--- src/lavm_pkg.sv ---
// lavm_pkg: shared constants, payload structs and small tables for the look-at view matrix block
// used by every module under src, no dependencies
package lavm_pkg;

  localparam int FRAC_BITS = 16;
  localparam int DW        = 32;
  localparam int SW        = 31;
  localparam int MW        = 61;
  localparam int RW        = 62;
  localparam int SQW       = 62;
  localparam int RTW       = 31;
  localparam int UW        = FRAC_BITS + 2;
  localparam int NW        = 30 + FRAC_BITS + 1;
  localparam int AW        = FRAC_BITS + 34;
  localparam int CW        = 5;

  typedef struct packed {
    logic signed [DW-1:0] eye_x;
    logic signed [DW-1:0] eye_y;
    logic signed [DW-1:0] eye_z;
    logic signed [DW-1:0] target_x;
    logic signed [DW-1:0] target_y;
    logic signed [DW-1:0] target_z;
    logic signed [DW-1:0] hint_up_x;
    logic signed [DW-1:0] hint_up_y;
    logic signed [DW-1:0] hint_up_z;
  } lavm_in_t;

  typedef struct packed {
    logic signed [DW-1:0] side_x;
    logic signed [DW-1:0] side_y;
    logic signed [DW-1:0] side_z;
    logic signed [DW-1:0] true_up_x;
    logic signed [DW-1:0] true_up_y;
    logic signed [DW-1:0] true_up_z;
    logic signed [DW-1:0] back_x;
    logic signed [DW-1:0] back_y;
    logic signed [DW-1:0] back_z;
    logic signed [DW-1:0] shift_x;
    logic signed [DW-1:0] shift_y;
    logic signed [DW-1:0] shift_z;
  } lavm_out_t;

  typedef struct packed {
    logic [2:0][DW-1:0] eye;
    logic [2:0][DW:0]   fwd_mag;
    logic [2:0]         fwd_neg;
    logic [2:0][DW-1:0] up_mag;
    logic [2:0]         up_neg;
  } lavm_item_t;

  // operand order of the six cross product terms
  function automatic logic [1:0] cross_a(input logic [2:0] j);
    logic [1:0] r;
    unique case (j)
      3'd0: r = 2'd1;
      3'd1: r = 2'd2;
      3'd2: r = 2'd2;
      3'd3: r = 2'd0;
      3'd4: r = 2'd0;
      3'd5: r = 2'd1;
      default: r = 2'd0;
    endcase
    return r;
  endfunction

  function automatic logic [1:0] cross_b(input logic [2:0] j);
    logic [1:0] r;
    unique case (j)
      3'd0: r = 2'd2;
      3'd1: r = 2'd1;
      3'd2: r = 2'd0;
      3'd3: r = 2'd2;
      3'd4: r = 2'd1;
      3'd5: r = 2'd0;
      default: r = 2'd0;
    endcase
    return r;
  endfunction

endpackage

--- src/lavm_front.sv ---
// lavm_front: takes input transfers, forms forward = target - eye and splits vectors
// into magnitude and sign for the queue; depends on lavm_pkg
module lavm_front (
  input  lavm_pkg::lavm_in_t   in_data_i,
  input  logic                 in_valid_i,
  output logic                 in_stall_o,
  input  logic                 full_i,
  output logic                 push_o,
  output lavm_pkg::lavm_item_t item_o
);
  import lavm_pkg::*;

  logic signed [DW-1:0] eye [3];
  logic signed [DW-1:0] tgt [3];
  logic signed [DW-1:0] up  [3];
  logic signed [DW:0]   fwd [3];

  always_comb begin
    eye[0] = in_data_i.eye_x;
    eye[1] = in_data_i.eye_y;
    eye[2] = in_data_i.eye_z;
    tgt[0] = in_data_i.target_x;
    tgt[1] = in_data_i.target_y;
    tgt[2] = in_data_i.target_z;
    up[0]  = in_data_i.hint_up_x;
    up[1]  = in_data_i.hint_up_y;
    up[2]  = in_data_i.hint_up_z;
    for (int i = 0; i < 3; i++) begin
      fwd[i]            = (DW+1)'(tgt[i]) - (DW+1)'(eye[i]);
      item_o.eye[i]     = eye[i];
      item_o.fwd_neg[i] = fwd[i][DW];
      item_o.fwd_mag[i] = fwd[i][DW] ? (DW+1)'(-fwd[i]) : (DW+1)'(fwd[i]);
      item_o.up_neg[i]  = up[i][DW-1];
      item_o.up_mag[i]  = up[i][DW-1] ? DW'(-up[i]) : DW'(up[i]);
    end
  end

  assign in_stall_o = full_i;
  assign push_o     = in_valid_i && !full_i;

endmodule

--- config.mk ---
export PLATFORM = sky130hd
export DESIGN_NAME = lavm_front
export DESIGN_NICKNAME = d
export VERILOG_FILES = /design/src/lavm_pkg.sv /design/src/lavm_front.sv
export SDC_FILE = /design/constraint.sdc
export NUM_CORES = 1
export LEC_CHECK = 0
export BUFFER_PORTS_ARGS = -buffer_cell sky130_fd_sc_hd__buf_2
export CAP_MARGIN = 25
export CELL_PAD_IN_SITES_DETAIL_PLACEMENT = 2
export CELL_PAD_IN_SITES_GLOBAL_PLACEMENT = 2
export CORE_AREA = 2 2 229 231
export DETAILED_ROUTE_END_ITERATION = 8
export DIE_AREA = 0 0 231 233
export PLACE_DENSITY_LB_ADDON = 0.1
export SLEW_MARGIN = 20
export SYNTH_ARGS = -nofsm -noshare
export SYNTH_HDL_FRONTEND = slang
export SYNTH_SLANG_ARGS = --single-unit
--- constraint.sdc ---
create_clock -name vclk -period 11.8
set_clock_uncertainty 0.2 [all_clocks]
set_input_delay 2.36 -clock vclk [all_inputs]
set_output_delay 2.36 -clock vclk [all_outputs]
set_load 0.01 [all_outputs]
==> metrics.txt <==
CP required about 9.2 ns; I/O Buffers 589; synth unique cells 94; max cap viols 0; width of the chip between 200 and 250 µm; Setup CP Type input pin to output pin; WP buf/inv 4; Synth area leader xnor2_1; post-place instance area about 14000 µm²; final worst path period need 9.195 ns; GRT Residual Overflow 0; post-DP HPWL around 50000 µm; critical path arrival about 6.6 ns; RSZ-0062 raised after global routing false; io pins just under 600; hold crit path type input pin to output pin; Synth-to-Final Area Change 25.20%; clk_buf instances 0; Lkg Pwr 0.006499 µW; FF+latch area 0 µm²; hold path depth 2; Final Cell Area roughly 14000 µm²; Die Y 233 µm; core area a little over 50000 µm²; Placed Cells incl. Taps around 2.8k; hold-fix buffers at CTS 0; Hold Fails Final Rpt 0; Via-to-Cell Ratio 4.955; CP max-delay cell a31oi_2; share of cells above drive strength 1 31.36%; Synth Area per Inst approximately 6.7 µm²; Synth top area share ~15%; Starting Density a little over a fifth; worst path cell trace buf_2 -> inv_1 -> ha_1 -> fa_1 -> nor2b_1 -> o31a_1 -> o21ai_1 -> a31oi_1 -> a31oi_1 -> o31ai_1 -> nand2_1 -> a31oi_2 -> inv_1 -> o31ai_1 -> xor2_1 -> buf_2; hold_sp in_data_i[219]; initial antenna violation count 9; period utilisation layout between 70% and 80%; fmax 0.1088 GHz; Routed Antenna Nets 0; Hold Path Sink item_o[292]; Via Count about 14k; worst relative slew slack between 30% and 40%; mapped cell area around 11000 µm²; PnR Total Power 1018 µW; Pins Over Slew Limit 0; die area 53820 µm²; seq_cells 0; First-pass DRT Iterations 4; first-pass GRT wire length approximately 84000 µm; post-CTS setup buffers 0; syn_nets between 2k and 2.5k; WL final around 55000 µm; DR DRC count 0; gpl congestion around 0.87; Setup-failing EPs final 0; Nets 2479; fin cells 2764; dominant cells by area after synthesis xnor2_1 15%, ha_1 12%, buf_4 7.1%; vias in the first global route approximately 15k; Peak supply drop slightly above 0.03 mV; Iteration-0 DRC Markers roughly 370; endpoint class of the critical path output pin; post-synthesis sequential area ratio 0%; CP Launch Type input pin; GRT Util Overall roughly a fifth; final worst slack between 2 and 3 ns; Fin Setup TNS 0 ns; actual slew at the worst max-slew pin 0.9759 ns; crit path max fanout 20; post-synthesis instance total around 1.7k; largest net degree at the start of global routing 34; DR WL/cell ~20 µm; dpl ws between 2 and 3 ns; post-CTS resize count 0; PwrDens roughly 73 nW/µm²; status finished clean; Worst Setup SP in_data_i[128]; critical path's top delay family compound AO/OA/AOI/OAI gates; Synth Warn # 0; number of cell rows 83; CP peak stage delay between 0.8 and 0.9 ns
## how the worst max path moves through the flow
stage	to	slack (ns)	cells after the start
6_report	item_o[140]	2.60	16
5_1_grt	item_o[140]	2.07	16
4_1_cts	item_o[141]	2.63	16
3_5_place_dp	item_o[141]	2.65	16
3_3_place_gp	item_o[133]	2.83	14
2_1_floorplan	item_o[134]	3.70	13
## power by group
group / leakage [µW] / switching [µW] / total (µW) / internal [µW]
clock: 0.0000000127 / 0 / 0.0000228 / 0.0000228
combinational: 0.00650 / 620 / 1020 / 398
sequential: 0 / 0 / 0 / 0
total: 0.00650 / 620 / 1020 / 398
## Yosys cell counts, types with 9 or more instances
cell type,count
xnor2_1,186
nand2_1,146
inv_1,139
a21oi_1,123
buf_4,105
ha_1,102
o21ai_0,100
nor2_1,93
xor2_1,55
clkbuf_1,48
nor3_1,41
o31ai_1,33
nand3_1,29
nand4_1,29
or3_1,25
a21o_1,24
a31oi_1,24
o211ai_1,22
o21a_1,20
nor2b_1,15
or4_1,15
and3_1,14
nand2b_1,14
nor4_1,14
o41ai_1,14
a211oi_1,12
and2_1,11
a211o_1,10
o21ai_1,10
or2_2,10
buf_2,9
o21bai_1,9
## cell families (layout without fill, tap and decap cells)
family	count (synthesis)	in the layout	synth area share, %
compound gates	487	487	29.57
xor+xnor	241	241	19.05
mux	4	4	0.3726
other cells	0	2	0
simple gates	512	512	24.82
buf+inv	309	733	14.13
fa+ha+maj	105	105	12.06
## cell type report
| class | count | area [µm²] |
|---|---|---|
| inverter | 142 | 533.0 |
| antenna | 2 | 5.005 |
| timing repair buffer | 591 | 2963 |
| tap | 680 | 850.8 |
| fill | 6339 | 37220 |
| multi-input combinational | 1349 | 9522 |
## through the flow
| stage | util (%) | hold slack (ns) |
|---|---|---|
| 2_1_floorplan | - | 4.566 |
| 3_3_place_gp | 27.13 | 4.718 |
| 3_5_place_dp | 27.13 | 4.721 |
| 4_1_cts | 27.13 | 4.721 |
| 5_1_grt | 27.15 | 4.727 |
| 6_report | 27.15 | 4.719 |
## layer usage
| layer | track usage [%] | vias to the layer above | wire (µm) |
|---|---|---|---|
| li1 | - | 6706 | - |
| met1 | 24.14 | 6612 | 23980 |
| met2 | 36.31 | 331 | 28500 |
| met3 | 1.691 | 38 | 2165 |
| met4 | 2.056 | 10 | 549 |
| met5 | 0 | - | 73 |
## placed cells by master (no fill, tap or decap), types with 41 or more instances in the layout
master   count
buf_2      589
xnor2_1    186
nand2_1    146
inv_1      139
a21oi_1    123
ha_1       102
o21ai_0    100
nor2_1      93
xor2_1      55
nor3_1      41
Note: power is estimated with default switching activity, not from simulation.
