==> config.mk <==
export PLATFORM = sky130hd
export DESIGN_NAME = lavm_fifo
export DESIGN_NICKNAME = d
export VERILOG_FILES = /design/src/lavm_pkg.sv /design/src/lavm_fifo.sv
export SDC_FILE = /design/constraint.sdc
export NUM_CORES = 1
export LEC_CHECK = 0
export BUFFER_PORTS_ARGS = -buffer_cell sky130_fd_sc_hd__buf_2
export CAP_MARGIN = 5
export CORE_MARGIN = 8
export CORE_UTILIZATION = 30
export DETAILED_ROUTE_END_ITERATION = 16
export HOLD_SLACK_MARGIN = 0.03
export PLACE_DENSITY_LB_ADDON = 0.1
export SYNTH_ARGS = -nofsm -noshare
export SYNTH_HDL_FRONTEND = slang
export SYNTH_SLANG_ARGS = --single-unit
==> constraint.sdc <==
create_clock -name clk_i -period 13.8 [get_ports clk_i]
set_input_delay 2.76 -clock clk_i [delete_from_list [all_inputs] [get_ports clk_i]]
set_output_delay 2.76 -clock clk_i [all_outputs]
set_load 0.02 [all_outputs]
==> src/lavm_pkg.sv <==
// lavm_pkg: shared constants, payload structs and small tables for the look-at view matrix block
// used by every module under src, no dependencies
package lavm_pkg;

  localparam int FRAC_BITS = 16;
  localparam int DW        = 32;
  localparam int SW        = 31;
  localparam int MW        = 61;
  localparam int RW        = 62;
  localparam int SQW       = 62;
  localparam int RTW       = 31;
  localparam int UW        = FRAC_BITS + 2;
  localparam int NW        = 30 + FRAC_BITS + 1;
  localparam int AW        = FRAC_BITS + 34;
  localparam int CW        = 5;

  typedef struct packed {
    logic signed [DW-1:0] eye_x;
    logic signed [DW-1:0] eye_y;
    logic signed [DW-1:0] eye_z;
    logic signed [DW-1:0] target_x;
    logic signed [DW-1:0] target_y;
    logic signed [DW-1:0] target_z;
    logic signed [DW-1:0] hint_up_x;
    logic signed [DW-1:0] hint_up_y;
    logic signed [DW-1:0] hint_up_z;
  } lavm_in_t;

  typedef struct packed {
    logic signed [DW-1:0] side_x;
    logic signed [DW-1:0] side_y;
    logic signed [DW-1:0] side_z;
    logic signed [DW-1:0] true_up_x;
    logic signed [DW-1:0] true_up_y;
    logic signed [DW-1:0] true_up_z;
    logic signed [DW-1:0] back_x;
    logic signed [DW-1:0] back_y;
    logic signed [DW-1:0] back_z;
    logic signed [DW-1:0] shift_x;
    logic signed [DW-1:0] shift_y;
    logic signed [DW-1:0] shift_z;
  } lavm_out_t;

  typedef struct packed {
    logic [2:0][DW-1:0] eye;
    logic [2:0][DW:0]   fwd_mag;
    logic [2:0]         fwd_neg;
    logic [2:0][DW-1:0] up_mag;
    logic [2:0]         up_neg;
  } lavm_item_t;

  // operand order of the six cross product terms
  function automatic logic [1:0] cross_a(input logic [2:0] j);
    logic [1:0] r;
    unique case (j)
      3'd0: r = 2'd1;
      3'd1: r = 2'd2;
      3'd2: r = 2'd2;
      3'd3: r = 2'd0;
      3'd4: r = 2'd0;
      3'd5: r = 2'd1;
      default: r = 2'd0;
    endcase
    return r;
  endfunction

  function automatic logic [1:0] cross_b(input logic [2:0] j);
    logic [1:0] r;
    unique case (j)
      3'd0: r = 2'd2;
      3'd1: r = 2'd1;
      3'd2: r = 2'd0;
      3'd3: r = 2'd2;
      3'd4: r = 2'd1;
      3'd5: r = 2'd0;
      default: r = 2'd0;
    endcase
    return r;
  endfunction

endpackage

==> src/lavm_fifo.sv <==
// lavm_fifo: two-entry queue between front and back
// depends on lavm_pkg
module lavm_fifo (
  input  logic                 clk_i,
  input  logic                 rst_ni,
  input  logic                 push_i,
  input  lavm_pkg::lavm_item_t data_i,
  output logic                 full_o,
  input  logic                 pop_i,
  output logic                 valid_o,
  output lavm_pkg::lavm_item_t data_o
);
  import lavm_pkg::*;

  lavm_item_t mem_q [2];
  logic       wr_q;
  logic       rd_q;
  logic [1:0] cnt_q;

  assign full_o  = (cnt_q == 2'd2);
  assign valid_o = (cnt_q != 2'd0);
  assign data_o  = mem_q[rd_q];

  always_ff @(posedge clk_i or negedge rst_ni) begin
    if (!rst_ni) begin
      wr_q  <= 1'b0;
      rd_q  <= 1'b0;
      cnt_q <= 2'd0;
    end else begin
      if (push_i) wr_q <= !wr_q;
      if (pop_i) rd_q <= !rd_q;
      if (push_i && !pop_i) cnt_q <= cnt_q + 2'd1;
      else if (pop_i && !push_i) cnt_q <= cnt_q - 2'd1;
    end
  end

  always_ff @(posedge clk_i) begin
    if (push_i) mem_q[wr_q] <= data_i;
  end

endmodule

==> results.sh, run 1 <==
export IMPL_peakVddDrop_mv=0.1226
export IMPL_io_buffers=599
export IMPL_overflow=0
export IMPL_min_delay_path_depth=1
export IMPL_postCtsSetupRepairBufs=0
export IMPL_cts_resized_gates=0
export IMPL_drtPass1Iterations=5
export IMPL_yosysSeqAreaShare_pct=79.89
export IMPL_cts_tree="done"
export IMPL_status="complete, no violations"
export IMPL_fin_hold_ws_ns=0.4913
export IMPL_synth_edf_count=594
export IMPL_yosysWarnings=0
export IMPL_slowest_stage="dfrtp_4"
export IMPL_power_density_mw_per_mm2=222.3
export IMPL_die_h_um=289.6
export IMPL_multiInputGateArea_mm2=0.004194
export IMPL_rsz0062_at_grt="no"
export IMPL_startpoint_type="register"
export IMPL_via_per_inst=4.261
export IMPL_slowest_delay_ns=0.91
export IMPL_drive_gt1_share_pct=61.39
export IMPL_yosysMostFrequentCell="edfxtp_1"
export IMPL_wl_per_cell_um=22.15
export IMPL_vias=11170
export IMPL_cts_max_level=3
export IMPL_fp_row_count=100
export IMPL_antenna_found_initial=29
export IMPL_maxSlewHeadroom_pct=23.27
export IMPL_final_nets=1893
export IMPL_reg2reg_from="wr_q"
export IMPL_cp_data_arrival_time_ns=3.92
export IMPL_timing_rr_end="mem_q[0][122]"
export IMPL_core_mm2=0.07432
export IMPL_grt_pass1_wl_mm=80.48
export IMPL_cts_root_buf="clkbuf_16"
export IMPL_syn_inst=940
export IMPL_synth_seq_cells=598
export IMPL_crit_fanout=113
export IMPL_fillers=7010
export IMPL_critPathKind="register to primary output"
export IMPL_synthArstFlopShare_pct=0.6689
export IMPL_ant_nets=0
export IMPL_numCtsBuffers=69
export IMPL_path_cells="buf_12 > buf_4 > mux2_2 > buf_2"
export IMPL_synth_top_area_cell="edfxtp_1"
export IMPL_grt_pass1_vias=12000
export IMPL_synth_cell_types=14
export IMPL_endpoint_kind="primary output"
export IMPL_hold_violations=0
export IMPL_fmax_mhz=149.6
export IMPL_avgSynthCellArea_um2=23.89
export IMPL_finalClockSkew_ns=0.01706
export IMPL_drt_iter0_markers=547
export IMPL_cts_hold_buf=0
export IMPL_seq_area_mm2=0.01794
export IMPL_post_dp_hpwl_mm=40.47
export IMPL_ys_top_cells_by_count="594 x edfxtp_1, 201 x mux2_4, 96 x mux2_2, 26 x buf_6, 7 x buf_2"
export IMPL_fin_crit_sh_pct=48.42
export IMPL_r2r_slack_ns=10.56
export IMPL_fin_cells=2620
export IMPL_place_inst=2489
export IMPL_die_area_mm2=0.08385
export IMPL_grt_usage_pct=13.10
export IMPL_gp_congestion=0.7259
export IMPL_worst_pin_slew_ns=1.151
export IMPL_tns_ns=0
export IMPL_grt_start_max_net_pins=114
export IMPL_clk_pin_slew_ns=0.06
export IMPL_slew_viol_final=0
export IMPL_leakage_nw=11.17
export IMPL_pin_count=600
export IMPL_worstHoldPathType="register to register"
export IMPL_cts_buffer_depth=3
export IMPL_fin_crit_ns=6.682
export IMPL_reg2reg_depth=4
export IMPL_worst_ep_required_time_ns=11.04
export IMPL_cap_viol_max_count=0
export IMPL_setup_viol=0
export IMPL_routed_wl_mm=58.02
export IMPL_clock_sinks=598
export IMPL_synthesis_area_mm2=0.02245
export IMPL_hold_start="cnt_q[1]"
export IMPL_synthFlopType="edfxtp_1"
export IMPL_die_x_um=289.6
export IMPL_ys_top_cells_by_area="edfxtp_1 79%, mux2_4 13%, mux2_2 4.8%"
export IMPL_start_util_pct=30.21
export IMPL_syn_num_nets=1242
export IMPL_drc_errors=0
export IMPL_clock_latency_ns=0.58
export IMPL_hold_end="cnt_q[1]"
export IMPL_areaGrowthSynthToFinish_pct=27.53
export IMPL_yosysTopAreaCellShare_pct=79.44
[flip-flops by register name (all words and copies together), names as in the netlist]
name / cells
rd_q: 1
cnt_q: 2
wr_q: 1
mem_q: 594
[worst max-delay path, delay by kind of cell, from the launching register on]
family                 cells  cell delay [ns]
flip-flops                 1             0.91
multiplexers               1             0.43
buffers and inverters      3             1.50
[metrics by stage]
step	cell area, um2	setup WS [ns]	power [mW]	utilization (%)
final	28630	7.118	6.366	38.53
after global placement	26470	7.793	4.732	35.61
after detailed placement	26470	7.779	4.740	35.61
after CTS	28600	7.098	6.513	38.48
after global routing	28610	6.989	6.669	38.50
after floorplan	22460	2.870	4.148	-
[cell families (layout without fill, tap and decap cells)]
| kind of cell | count (synthesis) | in the layout | share of synthesized area [%] |
|---|---|---|---|
| adder cells (fa/ha/maj) | 1 | 1 | 0.05572 |
| XOR/XNOR | 5 | 5 | 0.1950 |
| multiplexers | 297 | 297 | 18.26 |
| AND/OR/NAND/NOR | 5 | 5 | 0.1282 |
| buffers and inverters | 34 | 731 | 1.477 |
| flip-flops | 598 | 598 | 79.89 |
| other | 0 | 14 | 0 |
[final cells by class]
| cell class | count | area share, % |
|---|---|---|
| diodes | 14 | 0.1224 |
| clock buffers | 84 | 6.375 |
| clock inverters | 33 | 1.071 |
| inverters | 1 | 0.01311 |
| multi-input cells | 308 | 14.65 |
| flip-flops and latches | 598 | 62.66 |
| well taps | 969 | 4.234 |
| repair buffers | 613 | 10.88 |
[cells in the final DEF (no fill, tap or decap)]
cell type   count
and2_4          1
buf_12          1
buf_2         599
buf_4          13
bufinv_16       5
clkbuf_1       13
clkbuf_16      71
clkinv_1       13
clkinv_2       10
clkinv_8        2
clkinvlp_4      1
dfrtp_1         3
dfrtp_4         1
diode_2        14
edfxtp_1      594
ha_1            1
inv_1           1
inv_6           2
mux2_2         96
mux2_4        201
nor2_1          1
nor2b_1         1
nor2b_4         1
or2_2           1
xnor2_1         1
xor2_1          4
[worst max-delay path by stage]
stage	depth (start not counted)	slack, ns	to	start
detailed placement	4	7.78	data_o[4]	rd_q
CTS	4	7.10	data_o[4]	rd_q
floorplan	1	2.87	mem_q[0][0]	push_i
global route	4	6.99	data_o[2]	rd_q
global placement	4	7.79	data_o[0]	rd_q
finish	4	7.12	data_o[4]	rd_q
[per-layer routing]
| metal | wire length [um] | global-route usage, % | part of all wire (%) | vias up |
|---|---|---|---|---|
| met1 | 20970 | 13.72 | 36 | 5514 |
| met5 | 184 | 0 | 0.32 | - |
| met2 | 28930 | 22.43 | 50 | 414 |
| met4 | 1355 | 3.778 | 2.3 | 28 |
| li1 | - | - | - | 5097 |
| met3 | 6584 | 7.347 | 11 | 112 |
[where the power goes]
part           internal, mW  switching (mW)
registers              2.41           0.106
clock network          1.03           0.698
logic                 0.863            1.25
Power figures use the tool's default switching activity.
==> inputs of run 2 (changes only) <==
Settings changed: ABC_AREA set to 1.
Clock period 13.8 ns to 6.85 ns, I/O delays scaled along.
==> results.sh, run 2 <==
export IMPL_slew_viol_final=0
export IMPL_cts_hold_buf=0
export IMPL_clock_latency_ns=0.59
export IMPL_drc_errors=0
export IMPL_power_mw=12.78
export IMPL_fp_row_count=100
export IMPL_synthesis_area_mm2=0.02247
export IMPL_fmax_mhz=234.6
export IMPL_yosysMostFrequentCell="edfxtp_1"
export IMPL_syn_inst=949
export IMPL_antenna_found_initial=27
export IMPL_final_cell_mix="599 x buf_2, 594 x edfxtp_1, 201 x mux2_4"
export IMPL_core_mm2=0.07432
export IMPL_power_frac_seq_pct=39.9
export IMPL_via_per_inst=4.238
export IMPL_fin_ws_ns=2.587
export IMPL_tns_ns=0
export IMPL_endpoint_kind="primary output"
export IMPL_dp_slack_ns=3.096
export IMPL_critPathKind="register to primary output"
export IMPL_ys_top_cells_by_count="594 x edfxtp_1, 201 x mux2_4, 96 x mux2_2, 26 x buf_6"
export IMPL_final_common_cell="buf_2"
export IMPL_power_density_mw_per_mm2=445.9
export IMPL_crit_fanout=54
export IMPL_peakVddDrop_mv=0.2605
export IMPL_areaGrowthSynthToFinish_pct=27.55
export IMPL_syn_num_nets=1251
export IMPL_ys_top_cells_by_area="edfxtp_1 79%, mux2_4 13%, mux2_2 4.8%"
export IMPL_yosysTopAreaCellShare_pct=79.38
export IMPL_status="complete, no violations"
export IMPL_fin_crit_ns=4.263
export IMPL_pwr_share_comb_pct=33.4
export IMPL_yosysWarnings=0
export IMPL_numCtsBuffers=69
export IMPL_die_area_mm2=0.08391
export IMPL_maxSlewHeadroom_pct=30.26
export IMPL_grt_pass1_vias=12090
export IMPL_die_x_um=289.7
export IMPL_overflow=0
export IMPL_avgSynthCellArea_um2=23.68
export IMPL_top_register="mem_q"
export IMPL_setup_viol=0
export IMPL_synthFlopType="edfxtp_1"
export IMPL_leakage_nw=11.18
export IMPL_power_switching_mw=4.206
export IMPL_cts_buffer_depth=3
export IMPL_synth_cell_types=14
export IMPL_fin_crit_sh_pct=62.23
export IMPL_grt_busiest_layer="met2"
export IMPL_synth_edf_count=594
export IMPL_switching_share_pct=32.91
export IMPL_hold_violations=0
export IMPL_largest_reg_flops=594
export IMPL_fin_hold_ws_ns=0.4847
export IMPL_postCtsSetupRepairBufs=0
export IMPL_synthArstFlopShare_pct=0.6689
export IMPL_place_inst=2496
export IMPL_p_int_mw=8.574
export IMPL_routed_wl_mm=58.50
export IMPL_worst_pin_slew_ns=1.046
export IMPL_die_h_um=289.7
export IMPL_cts_resized_gates=0
export IMPL_worstHoldPathType="register to register"
export IMPL_clk_pin_slew_ns=0.05
export IMPL_synth_seq_cells=598
export IMPL_worst_ep_required_time_ns=5.48
export IMPL_met3_usage_pct=5.675
export IMPL_yosysSeqAreaShare_pct=79.83
export IMPL_met1_usage_pct=13.14
export IMPL_drt_iter0_markers=543
export IMPL_grt_start_max_net_pins=144
export IMPL_rsz0062_at_grt="no"
export IMPL_power_clock_fraction_pct=26.8
export IMPL_cts_tree="done"
export IMPL_fin_cells=2630
export IMPL_cap_viol_max_count=0
export IMPL_ant_nets=0
export IMPL_drive_gt1_share_pct=60.68
export IMPL_synth_top_area_cell="edfxtp_1"
export IMPL_vias=11150
export IMPL_final_nets=1900
export IMPL_finalClockSkew_ns=0.01832
export IMPL_grtUsageMet2_pct=24.18
export IMPL_grt_usage_pct=13.17
export IMPL_startpoint_type="register"
export IMPL_clock_sinks=598
export IMPL_gp_congestion=0.7593
export IMPL_pin_count=600
export IMPL_cts_root_buf="clkbuf_16"
export IMPL_cp_data_arrival_time_ns=2.89
export IMPL_drtPass1Iterations=4
export IMPL_wl_per_cell_um=22.24
export IMPL_io_buffers=599
export IMPL_grt_pass1_wl_mm=80.92
export IMPL_start_util_pct=30.23
export IMPL_cts_max_level=3
export IMPL_post_dp_hpwl_mm=41.04
export IMPL_top_regs="mem_q (594), cnt_q (2)"
-- run 2: cell count changes after synthesis --
cell and change:
and2_1 -1, inv_1 +6, nand2_1 +6, nand3_1 +1, nand4_1 +1, nor2_1 +1, nor2b_1 -2, or2_2 -1
xor2_1 -2
-- run 2: cell families (layout without fill, tap and decap cells) --
group	after synthesis	in the layout	share of synthesized area (%)
flip-flops	598	598	79.83
multiplexers	297	297	18.24
buffers and inverters	40	739	1.576
AND/OR/NAND/NOR	10	10	0.1838
XOR/XNOR	3	3	0.1170
adder cells (fa/ha/maj)	1	1	0.05567
other	0	13	0
-- run 2: layout make-up --
class,instances,area [um2]
antenna,13,32.53
clock buffer,81,1772
clock inverter,40,324.1
fill,7018,45660
inverter,7,30.03
multi-input combinational,311,4187
sequential,598,17940
tap,969,1212
timing repair buffer,611,3163
-- run 2: worst max-delay path, stage by stage (launching register included) --
cell,delay (ns)
dfrtp_4,1.07
buf_4,0.62
mux2_2,0.40
buf_2,0.16
-- run 2: stage by stage --
step                area [um2]  utilization (%)
floorplan                22480                -
global placement         26530            35.70
detailed placement       26530            35.70
CTS                      28630            38.52
global route             28640            38.54
finish                   28660            38.56
-- run 2: power by group through the flow --
stage | sequential [mW] | clock (mW) | combinational, mW
floorplan | 5.16 | 0 | 3.09
global placement | 5.16 | 0 | 4.39
detailed placement | 5.19 | 0 | 4.38
CTS | 5.11 | 3.56 | 4.39
global route | 5.17 | 3.69 | 4.53
finish | 5.10 | 3.42 | 4.26
-- run 2: worst paths after layout --
path	from	endpoint	slack, ns	cells after the start
worst max-delay path	rd_q	data_o[283]	2.59	3
worst min-delay path	cnt_q[1]	cnt_q[1]	0.48	2
worst max register to register	wr_q	mem_q[1][134]	4.46	3
worst min register to register	cnt_q[1]	cnt_q[1]	0.48	2
max in group asynchronous	rst_ni	rd_q	6.13	1
min in group asynchronous	rst_ni	cnt_q[0]	0.58	1
-- run 2: routing by layer --
metal  share of wire, %  vias to the layer above  wire [um]
met3                9.2                       89       5370
li1                   -                     5107          -
met5               0.23                        -        136
met2                 55                      366      31900
met1                 34                     5563      19960
met4                1.9                       22       1135
==> inputs of run 3 (changes only) <==
Clock period 6.85 ns to 4.4 ns, I/O delays scaled along.
==> results.sh, run 3 (synthesized netlist as in run 2, its figures left out) <==
export IMPL_status="complete, no violations"
export IMPL_antenna_found_initial=32
export IMPL_drtPass1Iterations=4
export IMPL_top_register="mem_q"
export IMPL_setup_viol=0
export IMPL_rsz0062_at_grt="no"
export IMPL_drc_errors=0
export IMPL_final_common_cell="buf_2"
export IMPL_seq_area_mm2=0.01794
export IMPL_areaGrowthSynthToFinish_pct=28.48
export IMPL_ant_nets=0
export IMPL_final_cell_mix="599 x buf_2, 594 x edfxtp_1, 201 x mux2_4"
export IMPL_power_density_mw_per_mm2=689.2
export IMPL_finalClockSkew_ns=0.02499
export IMPL_die_area_mm2=0.08391
export IMPL_die_h_um=289.7
export IMPL_hold_violations=0
export IMPL_crit_path_end="data_o[26]"
export IMPL_routed_wl_mm=59.60
export IMPL_maxSlewHeadroom_pct=46.80
export IMPL_grt_usage_pct=13.51
export IMPL_switching_share_pct=33.10
export IMPL_io_buffers=599
export IMPL_worst_ep_required_time_ns=3.52
export IMPL_hold_start="data_i[1]"
export IMPL_fin_crit_sh_pct=79.61
export IMPL_endpoint_kind="primary output"
export IMPL_critical_path_startpoint="rd_q"
export IMPL_power_clock_fraction_pct=26.4
export IMPL_startpoint_type="register"
export IMPL_fin_crit_ns=3.503
export IMPL_place_inst=2514
export IMPL_worst_pin_slew_ns=0.7962
export IMPL_peakVddDrop_mv=0.3482
export IMPL_grtUsageMet2_pct=25.01
export IMPL_clock_sinks=598
export IMPL_post_dp_hpwl_mm=43.09
export IMPL_critPathKind="register to primary output"
export IMPL_numCtsBuffers=69
export IMPL_timing_rr_end="mem_q[0][126]"
export IMPL_fmax_mhz=285.5
export IMPL_start_util_pct=30.23
export IMPL_drt_iter0_markers=454
export IMPL_final_nets=1919
export IMPL_worstHoldPathType="primary input to register"
export IMPL_fp_row_count=100
export IMPL_die_x_um=289.7
export IMPL_pin_count=600
export IMPL_cts_max_level=3
export IMPL_grt_busiest_layer="met2"
export IMPL_multiInputGateArea_mm2=0.004203
export IMPL_r2r_slack_ns=2.33
export IMPL_drive_gt1_share_pct=61.12
export IMPL_gp_congestion=0.7396
export IMPL_largest_reg_flops=594
export IMPL_grt_pass1_wl_mm=82.87
export IMPL_pwr_share_comb_pct=34.0
export IMPL_core_mm2=0.07432
export IMPL_power_frac_seq_pct=39.6
export IMPL_postCtsSetupRepairBufs=0
export IMPL_fin_cells=2659
export IMPL_met3_usage_pct=5.831
export IMPL_crit_fanout=84
export IMPL_leakage_nw=11.29
export IMPL_cts_tree="done"
export IMPL_grt_pass1_vias=12370
export IMPL_cap_viol_max_count=0
export IMPL_fillers=7024
export IMPL_cp_data_arrival_time_ns=2.62
export IMPL_grt_start_max_net_pins=102
export IMPL_reg2reg_from="wr_q"
export IMPL_clock_latency_ns=0.60
export IMPL_power_switching_mw=6.587
export IMPL_p_int_mw=13.31
export IMPL_power_mw=19.90
export IMPL_top_regs="mem_q (594), cnt_q (2)"
export IMPL_via_per_inst=4.269
export IMPL_slew_viol_final=0
export IMPL_overflow=0
export IMPL_clk_pin_slew_ns=0.06
export IMPL_cts_root_buf="clkbuf_16"
export IMPL_cts_buffer_depth=3
export IMPL_vias=11350
export IMPL_wl_per_cell_um=22.42
export IMPL_met1_usage_pct=13.02
export IMPL_reg2reg_depth=2
[run 3: cell types whose count changed in the layout (fill, tap and decap cells not counted), sizes merged]
| cell | previous run | this run |
|---|---|---|
| clkinv | 29 | 37 |
| dlygate4sd3 | 0 | 1 |
| inv | 13 | 11 |
| buf | 611 | 629 |
| diode | 13 | 18 |
| clkbuf | 81 | 83 |
| bufinv | 3 | 0 |
[run 3: worst min-delay path by stage]
stage	endpoint	slack [ns]	depth (start not counted)
final	mem_q[1][1]	0.47	1
after global routing	mem_q[1][56]	0.42	1
after CTS	mem_q[0][274]	0.41	1
after detailed placement	cnt_q[1]	0.48	2
after global placement	cnt_q[1]	0.45	2
after floorplan	cnt_q[1]	0.44	2
[run 3: cell type report]
class                   instances  share of cell area [%]
clock buffers                  83                   6.310
well taps                     969                   4.200
clock inverters                43                  0.9362
multi-input cells             311                   14.56
repair buffers                630                   11.55
inverters                       7                  0.1474
flip-flops and latches        598                   62.15
diodes                         18                  0.1560
[run 3: metrics by stage]
stage | TNS, ns | hold WS, ns | setup WS [ns] | area [um2] | utilization, %
floorplan | -790.68 | 0.4417 | -1.364 | 22510 | -
global placement | 0 | 0.4538 | 1.505 | 26720 | 35.95
CTS | 0 | 0.4056 | 0.7854 | 28820 | 38.78
finish | 0 | 0.4655 | 0.8973 | 28870 | 38.84
global route | 0 | 0.4166 | 0.7460 | 28850 | 38.82
detailed placement | 0 | 0.4836 | 1.473 | 26720 | 35.95
[run 3: what timing repair did]
item	in CTS	in global routing
hold buffers	1	0
setup endpoints to repair	0	0
resized for setup	0	0
endpoints found under the hold margin	4	0
[run 3: per-layer routing]
metal	part of all wire, %	vias to the layer above
li1	-	5184
met1	33	5636
met2	54	382
met3	9.1	134
met4	3.4	16
met5	0.18	-
[run 3: power groups by stage]
stage / Sequential [mW] / Clock [mW] / Combinational, mW
after floorplan: 8.04 / 0 / 4.82
after CTS: 7.91 / 5.48 / 6.96
after detailed placement: 8.03 / 0 / 6.95
after global placement: 7.99 / 0 / 6.96
after global routing: 7.99 / 5.66 / 7.19
final: 7.89 / 5.25 / 6.76
[run 3: critical path, stage by stage (launching register included)]
cell	delay, ns
dfrtp_4	0.79
buf_12	0.51
mux2_2	0.42
buf_2	0.18
